--- src/rtl/core/krl_pkg.sv ---
// ----------------------------------------------------------------------------
// krl_pkg
// Types and constants of the key repeat level control.
// ----------------------------------------------------------------------------
package krl_pkg;

    // item kinds
    localparam logic [1:0] KIND_WAKE_START = 2'd0;
    localparam logic [1:0] KIND_EVENT      = 2'd1;
    localparam logic [1:0] KIND_WAKE_END   = 2'd2;

    // event classes and codes
    localparam logic [15:0] EVT_KEY     = 16'd1;
    localparam logic [15:0] EVT_SWITCH  = 16'd5;
    localparam logic [9:0]  KEY_MENU_A  = 10'd314;
    localparam logic [9:0]  KEY_MENU_B  = 10'd315;
    localparam logic [9:0]  KEY_MENU_C  = 10'd316;
    localparam logic [9:0]  KEY_PLUS    = 10'd115;
    localparam logic [9:0]  KEY_MINUS   = 10'd114;
    localparam logic [9:0]  SWITCH_MUTE = 10'd1;
    localparam logic [9:0]  SWITCH_JACK = 10'd2;
    localparam logic [7:0]  KEY_VAL_MAX = 8'd2;

    localparam logic [6:0]  WAKE_CAP_MS = 7'd100;

    // register indexes
    localparam logic [2:0] REG_HOLD_DELAY      = 3'd0;
    localparam logic [2:0] REG_REPEAT_INTERVAL = 3'd1;
    localparam logic [2:0] REG_STALE_LIMIT     = 3'd2;
    localparam logic [2:0] REG_VOL_LIMIT       = 3'd3;
    localparam logic [2:0] REG_BRI_LIMIT       = 3'd4;
    localparam logic [2:0] REG_VOLUME_START    = 3'd5;
    localparam logic [2:0] REG_BRIGHTNESS_START = 3'd6;

    // register reset values
    localparam logic [15:0] HOLD_DELAY_RST      = 16'd300;
    localparam logic [15:0] REPEAT_INTERVAL_RST = 16'd100;
    localparam logic [15:0] STALE_LIMIT_RST     = 16'd1000;
    localparam logic [4:0]  VOL_LIMIT_RST       = 5'd20;
    localparam logic [3:0]  BRI_LIMIT_RST       = 4'd10;

    typedef struct packed {
        logic [1:0]  kind;
        logic [31:0] now_ms;
        logic [15:0] event_type;
        logic [9:0]  event_code;
        logic [7:0]  event_value;
        logic [31:0] event_ms;
    } krl_in_t;

    typedef struct packed {
        logic [4:0] volume;
        logic [3:0] brightness;
        logic       mute;
        logic       jack;
        logic       repeat_armed;
        logic [6:0] wake_in_ms;
    } krl_out_t;

    // classified command handed from front to back
    typedef enum logic [2:0] {
        OP_NONE,
        OP_CLEAR,
        OP_WAKE_END,
        OP_MENU,
        OP_PLUS,
        OP_MINUS,
        OP_MUTE,
        OP_JACK
    } krl_op_t;

    typedef struct packed {
        krl_op_t     op;
        logic        on;
        logic [31:0] deadline;
        logic [31:0] wake_time;
    } krl_cmd_t;

    typedef struct packed {
        logic [15:0] hold_delay;
        logic [15:0] repeat_interval;
        logic [15:0] stale_limit;
        logic [4:0]  vol_limit;
        logic [3:0]  bri_limit;
    } krl_cfg_t;

    typedef struct packed {
        logic       vol_load;
        logic       bri_load;
        logic [4:0] vol_val;
        logic [3:0] bri_val;
    } krl_load_t;

    // state after one item, ahead of the wake delay math
    typedef struct packed {
        logic [4:0]  volume;
        logic [3:0]  brightness;
        logic        mute;
        logic        jack;
        logic        plus_held;
        logic        minus_held;
        logic [31:0] plus_deadline;
        logic [31:0] minus_deadline;
        logic [31:0] wake_time;
    } krl_snap_t;

endpackage

--- src/rtl/core/krl_front.sv ---
// ----------------------------------------------------------------------------
// krl_front
// Accepts input words, tracks wake times, drops stale events and classifies
// each word into a command for the back end.
// ----------------------------------------------------------------------------
module krl_front
(
    input  logic               clk,
    input  logic               rst_n,
    input  logic               in_valid,
    output logic               in_ready,
    input  krl_pkg::krl_in_t   in_item,
    input  krl_pkg::krl_cfg_t  cfg,
    input  logic               queue_full,
    output logic               push,
    output krl_pkg::krl_cmd_t  cmd
);
    import krl_pkg::*;

    logic [31:0] wake_reg;
    logic [31:0] wake_next;
    logic [31:0] last_wake_reg;
    logic [31:0] last_wake_next;
    logic [31:0] gap;
    logic [31:0] age;
    logic        stale_gap;
    logic        stale_evt;
    logic        on;

    assign in_ready  = !queue_full;
    assign push      = in_valid && in_ready;
    assign gap       = in_item.now_ms - last_wake_reg;
    assign age       = wake_reg - in_item.event_ms;
    assign stale_gap = gap > {16'd0, cfg.stale_limit};
    assign stale_evt = age > {16'd0, cfg.stale_limit};
    assign on        = in_item.event_value != 8'd0;

    always_comb
    begin
        wake_next      = wake_reg;
        last_wake_next = last_wake_reg;
        cmd.op         = OP_NONE;
        cmd.on         = on;
        cmd.deadline   = wake_reg + {16'd0, cfg.hold_delay};
        unique case (in_item.kind)
            KIND_WAKE_START:
            begin
                wake_next = in_item.now_ms;
                if (stale_gap)
                begin
                    cmd.op = OP_CLEAR;
                end
            end
            KIND_EVENT:
            begin
                if (!stale_evt)
                begin
                    if (in_item.event_type == EVT_SWITCH)
                    begin
                        if (in_item.event_code == SWITCH_JACK)
                        begin
                            cmd.op = OP_JACK;
                        end
                        else if (in_item.event_code == SWITCH_MUTE)
                        begin
                            cmd.op = OP_MUTE;
                        end
                    end
                    else if (in_item.event_type == EVT_KEY &&
                             in_item.event_value <= KEY_VAL_MAX)
                    begin
                        if (in_item.event_code == KEY_MENU_A ||
                            in_item.event_code == KEY_MENU_B ||
                            in_item.event_code == KEY_MENU_C)
                        begin
                            cmd.op = OP_MENU;
                        end
                        else if (in_item.event_code == KEY_PLUS)
                        begin
                            cmd.op = OP_PLUS;
                        end
                        else if (in_item.event_code == KEY_MINUS)
                        begin
                            cmd.op = OP_MINUS;
                        end
                    end
                end
            end
            KIND_WAKE_END:
            begin
                cmd.op         = OP_WAKE_END;
                last_wake_next = wake_reg;
            end
            default:
            begin
                cmd.op = OP_NONE;
            end
        endcase
        cmd.wake_time = wake_next;
    end

    always_ff @(posedge clk or negedge rst_n)
    begin
        if (!rst_n)
        begin
            wake_reg      <= '0;
            last_wake_reg <= '0;
        end
        else if (push)
        begin
            wake_reg      <= wake_next;
            last_wake_reg <= last_wake_next;
        end
    end

endmodule

--- src/rtl/core/krl_queue.sv ---
// ----------------------------------------------------------------------------
// krl_queue
// Short command queue between front and back end.
// ----------------------------------------------------------------------------
module krl_queue
#(
    parameter int DEPTH = 2
)
(
    input  logic               clk,
    input  logic               rst_n,
    input  logic               push,
    input  krl_pkg::krl_cmd_t  push_data,
    output logic               full,
    input  logic               pop,
    output logic               valid,
    output krl_pkg::krl_cmd_t  pop_data
);
    import krl_pkg::*;

    localparam int PW = (DEPTH > 1) ? $clog2(DEPTH) : 1;
    localparam int CW = $clog2(DEPTH + 1);

    krl_cmd_t        entry_reg [DEPTH];
    logic [PW-1:0]   wr_ptr_reg;
    logic [PW-1:0]   wr_ptr_next;
    logic [PW-1:0]   rd_ptr_reg;
    logic [PW-1:0]   rd_ptr_next;
    logic [CW-1:0]   count_reg;
    logic [CW-1:0]   count_next;

    assign full     = count_reg == CW'(DEPTH);
    assign valid    = count_reg != '0;
    assign pop_data = entry_reg[rd_ptr_reg];

    always_comb
    begin
        wr_ptr_next = wr_ptr_reg;
        rd_ptr_next = rd_ptr_reg;
        count_next  = count_reg;
        if (push)
        begin
            wr_ptr_next = (wr_ptr_reg == PW'(DEPTH - 1)) ? '0 : wr_ptr_reg + 1'b1;
        end
        if (pop)
        begin
            rd_ptr_next = (rd_ptr_reg == PW'(DEPTH - 1)) ? '0 : rd_ptr_reg + 1'b1;
        end
        if (push && !pop)
        begin
            count_next = count_reg + 1'b1;
        end
        else if (pop && !push)
        begin
            count_next = count_reg - 1'b1;
        end
    end

    always_ff @(posedge clk or negedge rst_n)
    begin
        if (!rst_n)
        begin
            wr_ptr_reg <= '0;
            rd_ptr_reg <= '0;
            count_reg  <= '0;
        end
        else
        begin
            wr_ptr_reg <= wr_ptr_next;
            rd_ptr_reg <= rd_ptr_next;
            count_reg  <= count_next;
        end
    end

    always_ff @(posedge clk)
    begin
        if (push)
        begin
            entry_reg[wr_ptr_reg] <= push_data;
        end
    end

endmodule

--- src/rtl/core/krl_exec.sv ---
// ----------------------------------------------------------------------------
// krl_exec
// Back end: holds key and level state, applies one command per cycle while no
// stalled snapshot blocks it, and registers a snapshot of the resulting state.
// ----------------------------------------------------------------------------
module krl_exec
(
    input  logic               clk,
    input  logic               rst_n,
    input  logic               cmd_valid,
    input  krl_pkg::krl_cmd_t  cmd,
    output logic               pop,
    input  krl_pkg::krl_cfg_t  cfg,
    input  krl_pkg::krl_load_t load,
    output logic               snap_valid,
    output krl_pkg::krl_snap_t snap,
    input  logic               snap_ready
);
    import krl_pkg::*;

    logic        menu_reg,        menu_next;
    logic        plus_held_reg,   plus_held_next;
    logic        plus_fresh_reg,  plus_fresh_next;
    logic [31:0] plus_dl_reg,     plus_dl_next;
    logic        minus_held_reg,  minus_held_next;
    logic        minus_fresh_reg, minus_fresh_next;
    logic [31:0] minus_dl_reg,    minus_dl_next;
    logic [4:0]  vol_reg,         vol_next;
    logic [3:0]  bri_reg,         bri_next;
    logic        mute_reg,        mute_next;
    logic        jack_reg,        jack_next;
    logic        snap_valid_reg,  snap_valid_next;
    krl_snap_t   snap_reg,        snap_next;

    logic        plus_go;
    logic        minus_go;
    logic [4:0]  vol_up;
    logic [4:0]  vol_dn;
    logic [3:0]  bri_up;
    logic [3:0]  bri_dn;

    assign pop        = cmd_valid && (!snap_valid_reg || snap_ready);
    assign snap_valid = snap_valid_reg;
    assign snap       = snap_reg;

    assign plus_go  = plus_fresh_reg ||
                      (plus_held_reg && cmd.wake_time >= plus_dl_reg);
    assign minus_go = minus_fresh_reg ||
                      (minus_held_reg && cmd.wake_time >= minus_dl_reg);

    // plus steps first, then minus, both saturating
    assign vol_up = (plus_go && vol_reg < cfg.vol_limit) ? vol_reg + 5'd1 : vol_reg;
    assign vol_dn = (minus_go && vol_up != 5'd0) ? vol_up - 5'd1 : vol_up;
    assign bri_up = (plus_go && bri_reg < cfg.bri_limit) ? bri_reg + 4'd1 : bri_reg;
    assign bri_dn = (minus_go && bri_up != 4'd0) ? bri_up - 4'd1 : bri_up;

    always_comb
    begin
        menu_next        = menu_reg;
        plus_held_next   = plus_held_reg;
        plus_fresh_next  = plus_fresh_reg;
        plus_dl_next     = plus_dl_reg;
        minus_held_next  = minus_held_reg;
        minus_fresh_next = minus_fresh_reg;
        minus_dl_next    = minus_dl_reg;
        vol_next         = vol_reg;
        bri_next         = bri_reg;
        mute_next        = mute_reg;
        jack_next        = jack_reg;
        if (pop)
        begin
            unique case (cmd.op)
                OP_NONE:
                begin
                end
                OP_CLEAR:
                begin
                    menu_next        = 1'b0;
                    plus_held_next   = 1'b0;
                    plus_fresh_next  = 1'b0;
                    plus_dl_next     = '0;
                    minus_held_next  = 1'b0;
                    minus_fresh_next = 1'b0;
                    minus_dl_next    = '0;
                end
                OP_WAKE_END:
                begin
                    if (plus_go)
                    begin
                        if (plus_fresh_reg)
                        begin
                            plus_fresh_next = 1'b0;
                        end
                        else
                        begin
                            plus_dl_next = plus_dl_reg + {16'd0, cfg.repeat_interval};
                        end
                    end
                    if (minus_go)
                    begin
                        if (minus_fresh_reg)
                        begin
                            minus_fresh_next = 1'b0;
                        end
                        else
                        begin
                            minus_dl_next = minus_dl_reg + {16'd0, cfg.repeat_interval};
                        end
                    end
                    if (menu_reg)
                    begin
                        bri_next = bri_dn;
                    end
                    else
                    begin
                        vol_next = vol_dn;
                    end
                end
                OP_MENU:
                begin
                    menu_next = cmd.on;
                end
                OP_PLUS:
                begin
                    plus_held_next  = cmd.on;
                    plus_fresh_next = cmd.on;
                    if (cmd.on)
                    begin
                        plus_dl_next = cmd.deadline;
                    end
                end
                OP_MINUS:
                begin
                    minus_held_next  = cmd.on;
                    minus_fresh_next = cmd.on;
                    if (cmd.on)
                    begin
                        minus_dl_next = cmd.deadline;
                    end
                end
                OP_MUTE:
                begin
                    mute_next = cmd.on;
                end
                OP_JACK:
                begin
                    jack_next = cmd.on;
                end
                default:
                begin
                end
            endcase
        end
        if (load.vol_load)
        begin
            vol_next = load.vol_val;
        end
        if (load.bri_load)
        begin
            bri_next = load.bri_val;
        end

        snap_valid_next = pop || (snap_valid_reg && !snap_ready);
        snap_next       = snap_reg;
        if (pop)
        begin
            snap_next.volume         = vol_next;
            snap_next.brightness     = bri_next;
            snap_next.mute           = mute_next;
            snap_next.jack           = jack_next;
            snap_next.plus_held      = plus_held_next;
            snap_next.minus_held     = minus_held_next;
            snap_next.plus_deadline  = plus_dl_next;
            snap_next.minus_deadline = minus_dl_next;
            snap_next.wake_time      = cmd.wake_time;
        end
    end

    always_ff @(posedge clk or negedge rst_n)
    begin
        if (!rst_n)
        begin
            menu_reg        <= 1'b0;
            plus_held_reg   <= 1'b0;
            plus_fresh_reg  <= 1'b0;
            plus_dl_reg     <= '0;
            minus_held_reg  <= 1'b0;
            minus_fresh_reg <= 1'b0;
            minus_dl_reg    <= '0;
            vol_reg         <= '0;
            bri_reg         <= '0;
            mute_reg        <= 1'b0;
            jack_reg        <= 1'b0;
            snap_valid_reg  <= 1'b0;
        end
        else
        begin
            menu_reg        <= menu_next;
            plus_held_reg   <= plus_held_next;
            plus_fresh_reg  <= plus_fresh_next;
            plus_dl_reg     <= plus_dl_next;
            minus_held_reg  <= minus_held_next;
            minus_fresh_reg <= minus_fresh_next;
            minus_dl_reg    <= minus_dl_next;
            vol_reg         <= vol_next;
            bri_reg         <= bri_next;
            mute_reg        <= mute_next;
            jack_reg        <= jack_next;
            snap_valid_reg  <= snap_valid_next;
        end
    end

    always_ff @(posedge clk)
    begin
        snap_reg <= snap_next;
    end

endmodule

--- src/rtl/core/krl_report.sv ---
// ----------------------------------------------------------------------------
// krl_report
// Turns a state snapshot into a result word: per-key wake delays in one
// stage, then the earliest held-key delay, or zero, into the output register.
// ----------------------------------------------------------------------------
module krl_report
(
    input  logic               clk,
    input  logic               rst_n,
    input  logic               snap_valid,
    input  krl_pkg::krl_snap_t snap,
    output logic               snap_ready,
    output logic               out_valid,
    input  logic               out_ready,
    output krl_pkg::krl_out_t  out_item
);
    import krl_pkg::*;

    typedef struct packed {
        logic [4:0] volume;
        logic [3:0] brightness;
        logic       mute;
        logic       jack;
        logic       plus_held;
        logic       minus_held;
        logic [6:0] plus_wait;
        logic [6:0] minus_wait;
    } stage_t;

    logic        stage_valid_reg, stage_valid_next;
    stage_t      stage_reg,       stage_next;
    logic        out_valid_reg,   out_valid_next;
    krl_out_t    out_reg,         out_next;

    logic        out_free;
    logic        stage_free;
    logic [32:0] plus_diff;
    logic [32:0] minus_diff;
    logic [6:0]  wait_min;

    assign out_free   = !out_valid_reg || out_ready;
    assign stage_free = !stage_valid_reg || out_free;
    assign snap_ready = stage_free;
    assign out_valid  = out_valid_reg;
    assign out_item   = out_reg;

    // borrow means deadline already passed
    assign plus_diff  = {1'b0, snap.plus_deadline} - {1'b0, snap.wake_time};
    assign minus_diff = {1'b0, snap.minus_deadline} - {1'b0, snap.wake_time};

    always_comb
    begin
        stage_next            = stage_reg;
        stage_valid_next      = (snap_valid && stage_free) || (stage_valid_reg && !out_free);
        if (snap_valid && stage_free)
        begin
            stage_next.volume     = snap.volume;
            stage_next.brightness = snap.brightness;
            stage_next.mute       = snap.mute;
            stage_next.jack       = snap.jack;
            stage_next.plus_held  = snap.plus_held;
            stage_next.minus_held = snap.minus_held;
            if (plus_diff[32])
            begin
                stage_next.plus_wait = 7'd0;
            end
            else if (plus_diff[31:0] > {25'd0, WAKE_CAP_MS})
            begin
                stage_next.plus_wait = WAKE_CAP_MS;
            end
            else
            begin
                stage_next.plus_wait = plus_diff[6:0];
            end
            if (minus_diff[32])
            begin
                stage_next.minus_wait = 7'd0;
            end
            else if (minus_diff[31:0] > {25'd0, WAKE_CAP_MS})
            begin
                stage_next.minus_wait = WAKE_CAP_MS;
            end
            else
            begin
                stage_next.minus_wait = minus_diff[6:0];
            end
        end
    end

    assign wait_min = (stage_reg.minus_wait < stage_reg.plus_wait) ?
                      stage_reg.minus_wait : stage_reg.plus_wait;

    always_comb
    begin
        out_next       = out_reg;
        out_valid_next = (stage_valid_reg && out_free) || (out_valid_reg && !out_ready);
        if (stage_valid_reg && out_free)
        begin
            out_next.volume       = stage_reg.volume;
            out_next.brightness   = stage_reg.brightness;
            out_next.mute         = stage_reg.mute;
            out_next.jack         = stage_reg.jack;
            out_next.repeat_armed = stage_reg.plus_held || stage_reg.minus_held;
            priority if (stage_reg.plus_held && stage_reg.minus_held)
            begin
                out_next.wake_in_ms = wait_min;
            end
            else if (stage_reg.plus_held)
            begin
                out_next.wake_in_ms = stage_reg.plus_wait;
            end
            else if (stage_reg.minus_held)
            begin
                out_next.wake_in_ms = stage_reg.minus_wait;
            end
            else
            begin
                out_next.wake_in_ms = 7'd0;
            end
        end
    end

    always_ff @(posedge clk or negedge rst_n)
    begin
        if (!rst_n)
        begin
            stage_valid_reg <= 1'b0;
            out_valid_reg   <= 1'b0;
        end
        else
        begin
            stage_valid_reg <= stage_valid_next;
            out_valid_reg   <= out_valid_next;
        end
    end

    always_ff @(posedge clk)
    begin
        stage_reg <= stage_next;
        out_reg   <= out_next;
    end

endmodule

--- src/rtl/core/key_repeat_level_control.sv ---
// ----------------------------------------------------------------------------
// key_repeat_level_control
// Key autorepeat volume and brightness control with an APB register port.
// ----------------------------------------------------------------------------
// Input channel (in_valid/in_ready/in_item) takes wake-start, key/switch event
// and wake-end words; every accepted word yields exactly one result word on
// the output channel (out_valid/out_ready/out_item), in order.
// Throughput is one word per cycle while the output is not stalled. The front
// end classifies a word in the cycle it is accepted and writes it to a small
// command queue; the back end applies one command per cycle while its snapshot
// can move on, and two report stages compute the wake delay. When out_ready is
// low, results stay in the output register, the report stages and the queue
// fill, and in_ready drops once the queue is full; it rises again in the cycle
// after the stalled result is taken. Reset clears all key, level and flag state
// and loads the register defaults. The user must write registers over APB only
// while no word is in flight, which the block leaves unchecked; writing
// volume_start or brightness_start also loads the current level.
// ----------------------------------------------------------------------------
module key_repeat_level_control
#(
    parameter int QUEUE_DEPTH = 2
)
(
    input  logic              clk,
    input  logic              rst_n,
    input  logic              in_valid,
    output logic              in_ready,
    input  krl_pkg::krl_in_t  in_item,
    output logic              out_valid,
    input  logic              out_ready,
    output krl_pkg::krl_out_t out_item,
    input  logic              psel,
    input  logic              penable,
    input  logic              pwrite,
    input  logic [4:0]        paddr,
    input  logic [31:0]       pwdata,
    output logic [31:0]       prdata,
    output logic              pready
);
    import krl_pkg::*;

    logic [15:0] hold_delay_reg;
    logic [15:0] repeat_interval_reg;
    logic [15:0] stale_limit_reg;
    logic [4:0]  vol_limit_reg;
    logic [3:0]  bri_limit_reg;
    logic [4:0]  volume_start_reg;
    logic [3:0]  brightness_start_reg;

    logic        wr_en;
    logic [2:0]  reg_index;
    krl_cfg_t    cfg;
    krl_load_t   load;

    logic        push;
    krl_cmd_t    front_cmd;
    logic        queue_full;
    logic        queue_valid;
    logic        pop;
    krl_cmd_t    queue_cmd;
    logic        snap_valid;
    logic        snap_ready;
    krl_snap_t   snap;

    assign pready    = 1'b1;
    assign wr_en     = psel && penable && pwrite && pready;
    assign reg_index = paddr[4:2];

    assign cfg.hold_delay      = hold_delay_reg;
    assign cfg.repeat_interval = repeat_interval_reg;
    assign cfg.stale_limit     = stale_limit_reg;
    assign cfg.vol_limit       = vol_limit_reg;
    assign cfg.bri_limit       = bri_limit_reg;

    assign load.vol_load = wr_en && reg_index == REG_VOLUME_START;
    assign load.bri_load = wr_en && reg_index == REG_BRIGHTNESS_START;
    assign load.vol_val  = pwdata[4:0];
    assign load.bri_val  = pwdata[3:0];

    always_ff @(posedge clk or negedge rst_n)
    begin
        if (!rst_n)
        begin
            hold_delay_reg       <= HOLD_DELAY_RST;
            repeat_interval_reg  <= REPEAT_INTERVAL_RST;
            stale_limit_reg      <= STALE_LIMIT_RST;
            vol_limit_reg        <= VOL_LIMIT_RST;
            bri_limit_reg        <= BRI_LIMIT_RST;
            volume_start_reg     <= '0;
            brightness_start_reg <= '0;
        end
        else if (wr_en)
        begin
            unique case (reg_index)
                REG_HOLD_DELAY:       hold_delay_reg       <= pwdata[15:0];
                REG_REPEAT_INTERVAL:  repeat_interval_reg  <= pwdata[15:0];
                REG_STALE_LIMIT:      stale_limit_reg      <= pwdata[15:0];
                REG_VOL_LIMIT:        vol_limit_reg        <= pwdata[4:0];
                REG_BRI_LIMIT:        bri_limit_reg        <= pwdata[3:0];
                REG_VOLUME_START:     volume_start_reg     <= pwdata[4:0];
                REG_BRIGHTNESS_START: brightness_start_reg <= pwdata[3:0];
                default:
                begin
                end
            endcase
        end
    end

    always_comb
    begin
        unique case (reg_index)
            REG_HOLD_DELAY:       prdata = {16'd0, hold_delay_reg};
            REG_REPEAT_INTERVAL:  prdata = {16'd0, repeat_interval_reg};
            REG_STALE_LIMIT:      prdata = {16'd0, stale_limit_reg};
            REG_VOL_LIMIT:        prdata = {27'd0, vol_limit_reg};
            REG_BRI_LIMIT:        prdata = {28'd0, bri_limit_reg};
            REG_VOLUME_START:     prdata = {27'd0, volume_start_reg};
            REG_BRIGHTNESS_START: prdata = {28'd0, brightness_start_reg};
            default:              prdata = '0;
        endcase
    end

    krl_front u_front
    (
        .clk        (clk),
        .rst_n      (rst_n),
        .in_valid   (in_valid),
        .in_ready   (in_ready),
        .in_item    (in_item),
        .cfg        (cfg),
        .queue_full (queue_full),
        .push       (push),
        .cmd        (front_cmd)
    );

    krl_queue
    #(
        .DEPTH (QUEUE_DEPTH)
    )
    u_queue
    (
        .clk       (clk),
        .rst_n     (rst_n),
        .push      (push),
        .push_data (front_cmd),
        .full      (queue_full),
        .pop       (pop),
        .valid     (queue_valid),
        .pop_data  (queue_cmd)
    );

    krl_exec u_exec
    (
        .clk        (clk),
        .rst_n      (rst_n),
        .cmd_valid  (queue_valid),
        .cmd        (queue_cmd),
        .pop        (pop),
        .cfg        (cfg),
        .load       (load),
        .snap_valid (snap_valid),
        .snap       (snap),
        .snap_ready (snap_ready)
    );

    krl_report u_report
    (
        .clk        (clk),
        .rst_n      (rst_n),
        .snap_valid (snap_valid),
        .snap       (snap),
        .snap_ready (snap_ready),
        .out_valid  (out_valid),
        .out_ready  (out_ready),
        .out_item   (out_item)
    );

endmodule

--- config.mk ---
export PLATFORM = sky130hd
export DESIGN_NAME = key_repeat_level_control
export DESIGN_NICKNAME = d
export VERILOG_FILES = /design/src/rtl/core/krl_pkg.sv /design/src/rtl/core/krl_front.sv /design/src/rtl/core/krl_queue.sv /design/src/rtl/core/krl_exec.sv /design/src/rtl/core/krl_report.sv /design/src/rtl/core/key_repeat_level_control.sv
export SDC_FILE = /design/constraint.sdc
export NUM_CORES = 1
export LEC_CHECK = 0
export ABC_AREA = 1
export BUFFER_PORTS_ARGS = -buffer_cell sky130_fd_sc_hd__buf_4
export CAP_MARGIN = 20
export CORE_MARGIN = 2
export CORE_UTILIZATION = 55
export DETAILED_ROUTE_END_ITERATION = 6
export PLACE_DENSITY = 0.73
export SYNTH_ARGS = -nofsm -noshare
export SYNTH_HDL_FRONTEND = slang
export SYNTH_HIERARCHICAL = 1
export SYNTH_SLANG_ARGS = --single-unit
--- constraint.sdc ---
create_clock -name clk -period 6.37 [get_ports clk]
set_clock_uncertainty 0.15 [all_clocks]
set_input_delay 0.637 -clock clk [delete_from_list [all_inputs] [get_ports clk]]
set_output_delay 0.637 -clock clk [all_outputs]
set_load 0.01 [all_outputs]
Yosys cells after proc, flatten, opt, wreduce, memory -nomap -nowiden
Memories as Yosys holds them, arrays and structs flattened.
Cells that the tools add are included.

word-level totals
  register bits = 372
  bits of input ports = 144
  latch bits = 0
  memories kept = 1
  bits in writable memories = 136
  bits in read-only memories = 0

memories
  memory             words  width  rd ports  clocked after memory_dff  wr ports  line             source
  u_queue.entry_reg  2      68     1         0                         1         krl_queue.sv:24  krl_cmd_t entry_reg [DEPTH];

cells by class
  shifts and indexed selects = 0
  multiply operators = 0
  equal/unequal tests = 27
  $add $sub $neg = 15
  mux-type cells = 59
  reduce and logical (&&, ||, !) cells = 64
  divide/modulo/power cells = 0
  order comparisons = 10
  bitwise gates (word level) = 0

operators by type and width
  operator                                                         count
  2-to-1 mux 32 bit                                                9
  case mux 32 bit (3 select lines)                                 2
  case mux 16 bit (7 select lines)                                 1
  adder 32 x 16 -> 32 bit                                          3
  subtractor 32 x 32 -> 33 bit                                     2
  >= comparator 32 bit                                             2
  greater-than comparator 32 x 16 -> 1 bit                         2
  greater-than comparator 32 x 7 -> 1 bit (second input constant)  2
  subtractor 32 bit                                                2
  2-to-1 mux 7 bit                                                 6
  equality test 10 x 9 -> 1 bit (second input constant)            3
  2-to-1 mux 5 bit                                                 6
  2-to-1 mux 3 bit                                                 8
  2-to-1 mux 4 bit                                                 6
  equality test 3 bit (second input constant)                      7
  logical AND 1 bit                                                21
  equality test 10 x 7 -> 1 bit (second input constant)            2
  AND reduction 2 bit                                              9
  equality test 16 x 1 -> 1 bit (second input constant)            1
  equality test 16 x 3 -> 1 bit (second input constant)            1
  2-to-1 mux 1 bit                                                 13
  equality test 3 x 2 -> 1 bit (second input constant)             4
  logical OR 1 bit                                                 11
  equality test 10 x 1 -> 1 bit (second input constant)            1
  30 further kinds                                                 51

Logic depth before layout (Yosys ltp)
An unclocked memory read counts as a cell.

  depth after elaboration = 13
  gate-level depth with buffers = 30
  mapped depth without buffers = 28

Cells and area by module
The synthesis kept the hierarchy.

by module, submodules not included
  module                    area each (um2)  times used  cells each
  krl_exec                  12049.1          1           1368
  krl_front                 9756.9           1           1700
  krl_report                7055.5           1           1193
  krl_queue                 5156.2           1           237
  key_repeat_level_control  3443.3           1           424

Least setup slack after synthesis
OpenSTA, ideal clock, no wires.

  path kind = input -> register
  start = in in_valid
  end = mem u_queue/entry_reg[0][0] (netlist name), enable pin
  path slack = 1.420 ns
  library setup time = 0.494 ns
  cell stages on the path = 6
  arrival time = 4.306 ns
  cell sequence = inv_1 -> nor2_1 -> clkbuf_1 -> clkbuf_1 -> inv_1 -> nor2_1

between the ends
  cells in the longest elaborated chain, start to end = 3

ends and longest elaborated chain
  item                                    line                            source
  from (decl)                             key_repeat_level_control.sv:26  input logic in_valid,
  logical AND 1 bit                       krl_front.sv:31                 assign push = in_valid && in_ready;
  net push                                key_repeat_level_control.sv:55  logic push;
  2-to-1 mux 1 bit                        krl_queue.sv:77                 if (push)
  2-to-1 mux 1 bit (implied by the code)  krl_queue.sv:79                 entry_reg[wr_ptr_reg] <= push_data;
  to (decl)                               krl_queue.sv:24

The timed path passes the listed nets, and every way through them passes these cells.

==> impl_metrics.yaml <==
run_status:
  run_status: "completed"
timing:
  clock.fmax_mhz: 218
  finalSetupViolations: 0
  final-max-slew-violation-count: 0
  fin_ws_ns: 1.77
  totalNegativeSetupSlack_ns: 0
  hold_viol_final: 0
  rsz0062_at_grt: "false"
  slew_headroom_pct: 29.8
  min_period_ns: 4.60
  finalHoldWorstSlack_ns: 0.0752
  worst_pin_slew_ns: 1.05
  min_period_over_period_pct: 72.2
detailed_routing:
  route.met3.wl_um: 6470
  routed_via_density: 5.56
  drt-total-wl_um: 107000
  drc: 0
  dr_wl_met2_um: 50800
  met1_length_um: 45700
  ant_nets: 0
  routed-via-count: 33300
  routedWlPerCell_um: 17.8
  drt_iter0_markers: 2879
  drt_pass1_iterations: 5
  top_layer_used: "met5"
final_layout:
  largest_register_ffs: 136
  area_growth_pct: 10.3
  fraction_of_final_layout_cells_sized_beyond_drive_strength_1_pct: 11.1
  fillerInstances: 6079
  design.final.nets: 5502
  post-route-cell-area_um2: 41300
  antenna-diode-count: 0
placed_design:
  dp_hpwl_um: 84500
  place_ws_ns: 1.85
  finalWeightedCongestion: 0.959
  port_buffers: 162
  placedInstanceArea_um2: 39400
clocking:
  ctsHtreeMaxLevel: 2
  clock-sinks: 508
  post_cts_resized: 0
  tritoncts_clock_tree: "yes"
  clkLatencyLatePin_ns: 0.64
  clockBufferDepth: 3
  cts-buffers-inserted: 55
  clock_root_buffer_master: "clkbuf_16"
  cts.reportedPaths.clkPinSlew_ns: 0.06
  cts.repair_timing.setup_buffer_count: 0
worst_setup_path:
  crit_path_start_kind: "flop"
  cp_slowest_cell: "nand2_1"
  worst_path_largest_cell_delay_ns: 0.55
  timing.critical_path.max_delay_family: "simple AND/OR/NAND/NOR gates"
  cp_common_cell: "nand2_1"
  critPathRequiredTime_ns: 6.60
  critical_path_arrival_ns: 4.83
  critPathKind: "flop to flop"
  critical_path.max_fanout: 26
  setup.worst_path.end_class: "flop"
  worst-path-buf-inv: 1
  crit_chain: "buf_4, mux2_2, ha_1, nand2_1, nor2_1, nand2_1, nor4_2, nand4_1, nand3_1, nand2_1, nand2_1, nand4_1, a21oi_1, o21ai_0, a22oi_1"
logic_synthesis:
  yosys.area.top_type: "edfxtp_1"
  synth_seq_cells: 508
  synth_top_area_share_pct: 23.3
  synthesized_area_per_cell_um2: 7.61
  synth_enable_flop_cells: 291
  synth.cell_area_um2: 37500
  syn-instance-count: 4922
  synth.area.top_cells: "edfxtp_1 23%, nand2_1 14%, dfrtp_1 13%, ha_1 9.6%, inv_1 7.2%"
  synth-main-ff-cell: "edfxtp_1"
  ys_async_sr_fraction_pct: 42.7
  yosys.cell_types.count: 68
  seq_area_frac_synth_pct: 37.9
  synth-warning-count: 6
floorplan:
  floorplan.io_pins: 198
  rows: 95
  die_width_um: 265
  initial_core_util_pct: 55.7
  design.die.area_um2: 70200
  core_area_um2: 67300
  die_height_um: 265
global_route:
  first_pass_grt_wire_length_um: 166000
  globalRouteOverflowTotal: 0
  grt_start_max_net_pins: 132
  first_global_vias: 31100
  antenna_found_initial: 2
  grt_util_all_layers_pct: 30.0
hold_path:
  min-delay-path-class: "input port to flop"
run:
  drv.max_cap_violation_count: 0
pwr:
  vdd.ir_drop.worst_v: 0.000266
  power_density_normalized_to_cell_area_nw_per_um2: 587
  p_leak_uw: 0.0199
-- synth_stat cells (7+ instances only) --
library cell / count
nand2_1: 1358
inv_1: 717
nor2_1: 379
a21oi_1: 315
edfxtp_1: 291
o21ai_0: 290
ha_1: 288
nand3_1: 221
dfrtp_1: 200
xor2_1: 76
nand4_1: 67
o211ai_1: 67
clkbuf_1: 61
mux2_2: 58
a31oi_1: 46
nand2_2: 45
nor3_1: 44
nor2_2: 28
xnor2_1: 26
a22oi_1: 24
buf_4: 24
or2_2: 24
inv_2: 23
o21bai_1: 21
o21ai_1: 18
dfstp_2: 17
buf_2: 16
nand3b_1: 16
nand3_2: 15
nor2_4: 13
nor4_1: 12
o21a_1: 11
mux2_4: 10
buf_6: 9
a21oi_2: 8
o21ai_2: 8
fa_1: 7
-- per-stage QoR --
stage,power (uW),utilization (%),instances
floorplan,16800,-,4937
global placement,20500,58.6,5876
detailed placement,20800,58.6,5877
CTS,24100,61.4,5981
global route,26400,61.4,5982
finish,24300,61.4,5982
-- metal layers --
layer,global-route usage [%],vias up
met2,50.7,1117
met5,0,-
met3,2.93,196
met1,40.4,15400
met4,10.2,4
li1,-,16500
-- what timing repair did --
| item | CTS | global route |
|---|---|---|
| endpoints found under the setup margin | 0 | 0 |
| hold endpoints to repair | 75 | 0 |
| hold buffers | 1 | 0 |
-- cell families (layout without fill, tap and decap cells) --
| family | Yosys count | after routing | synth area share (%) |
|---|---|---|---|
| buffers and inverters | 863 | 1035 | 9.16 |
| AO/OA/AOI/OAI | 826 | 826 | 12.4 |
| other | 2 | 17 | 0.0200 |
| adder cells (fa/ha/maj) | 295 | 295 | 9.99 |
| XOR/XNOR | 103 | 103 | 2.43 |
| AND/OR/NAND/NOR | 2257 | 2257 | 26.0 |
| flip-flops | 508 | 508 | 37.9 |
| multiplexers | 68 | 68 | 2.14 |
-- worst min-delay path: cells and delay by family --
family        cells  cell delay [ns]
simple gates      2             0.10
buf+inv           1             0.09
-- worst paths after layout --
check	from	to	slack, ns	cells after the start
max in group asynchronous	rst_n	u_queue/rd_ptr_reg	4.30	3
worst max-delay path	u_queue/rd_ptr_reg	u_exec/snap[60]	1.77	15
worst min register to register	u_report/stage_reg[26]	u_report/out_item[18]	0.27	0
min in group asynchronous	rst_n	brightness_start_reg[2]	0.43	2
worst min-delay path	pwdata[8]	repeat_interval_reg[8]	0.08	3
worst max register to register	u_queue/rd_ptr_reg	u_exec/snap[60]	1.77	15
-- where the power goes --
part | internal (uW) | total (uW) | switching [uW]
logic | 4930 | 14600 | 9670
registers | 5430 | 6430 | 1000
clock network | 1850 | 3250 | 1400
-- final cells by class --
class / instances / area, um^2 / share of cell area (%)
multi-input cells: 3566 / 19900 / 48.2
flip-flops and latches: 508 / 14200 / 34.3
inverters: 747 / 2810 / 6.80
clock buffers: 64 / 1470 / 3.56
repair buffers: 185 / 1440 / 3.48
well taps: 873 / 1090 / 2.64
clock inverters: 39 / 390 / 0.944
-- cells in the final DEF (no fill, tap or decap), types with 76 or more instances in the layout --
cell type,synthesis,layout
edfxtp_1,291,291
buf_4,24,180
ha_1,288,288
dfrtp_1,200,199
inv_1,717,715
nand3_1,221,220
xor2_1,76,76
a21oi_1,315,314
o21ai_0,290,290
nand2_1,1358,1358
nor2_1,379,375
Power figures use the tool's default switching activity.
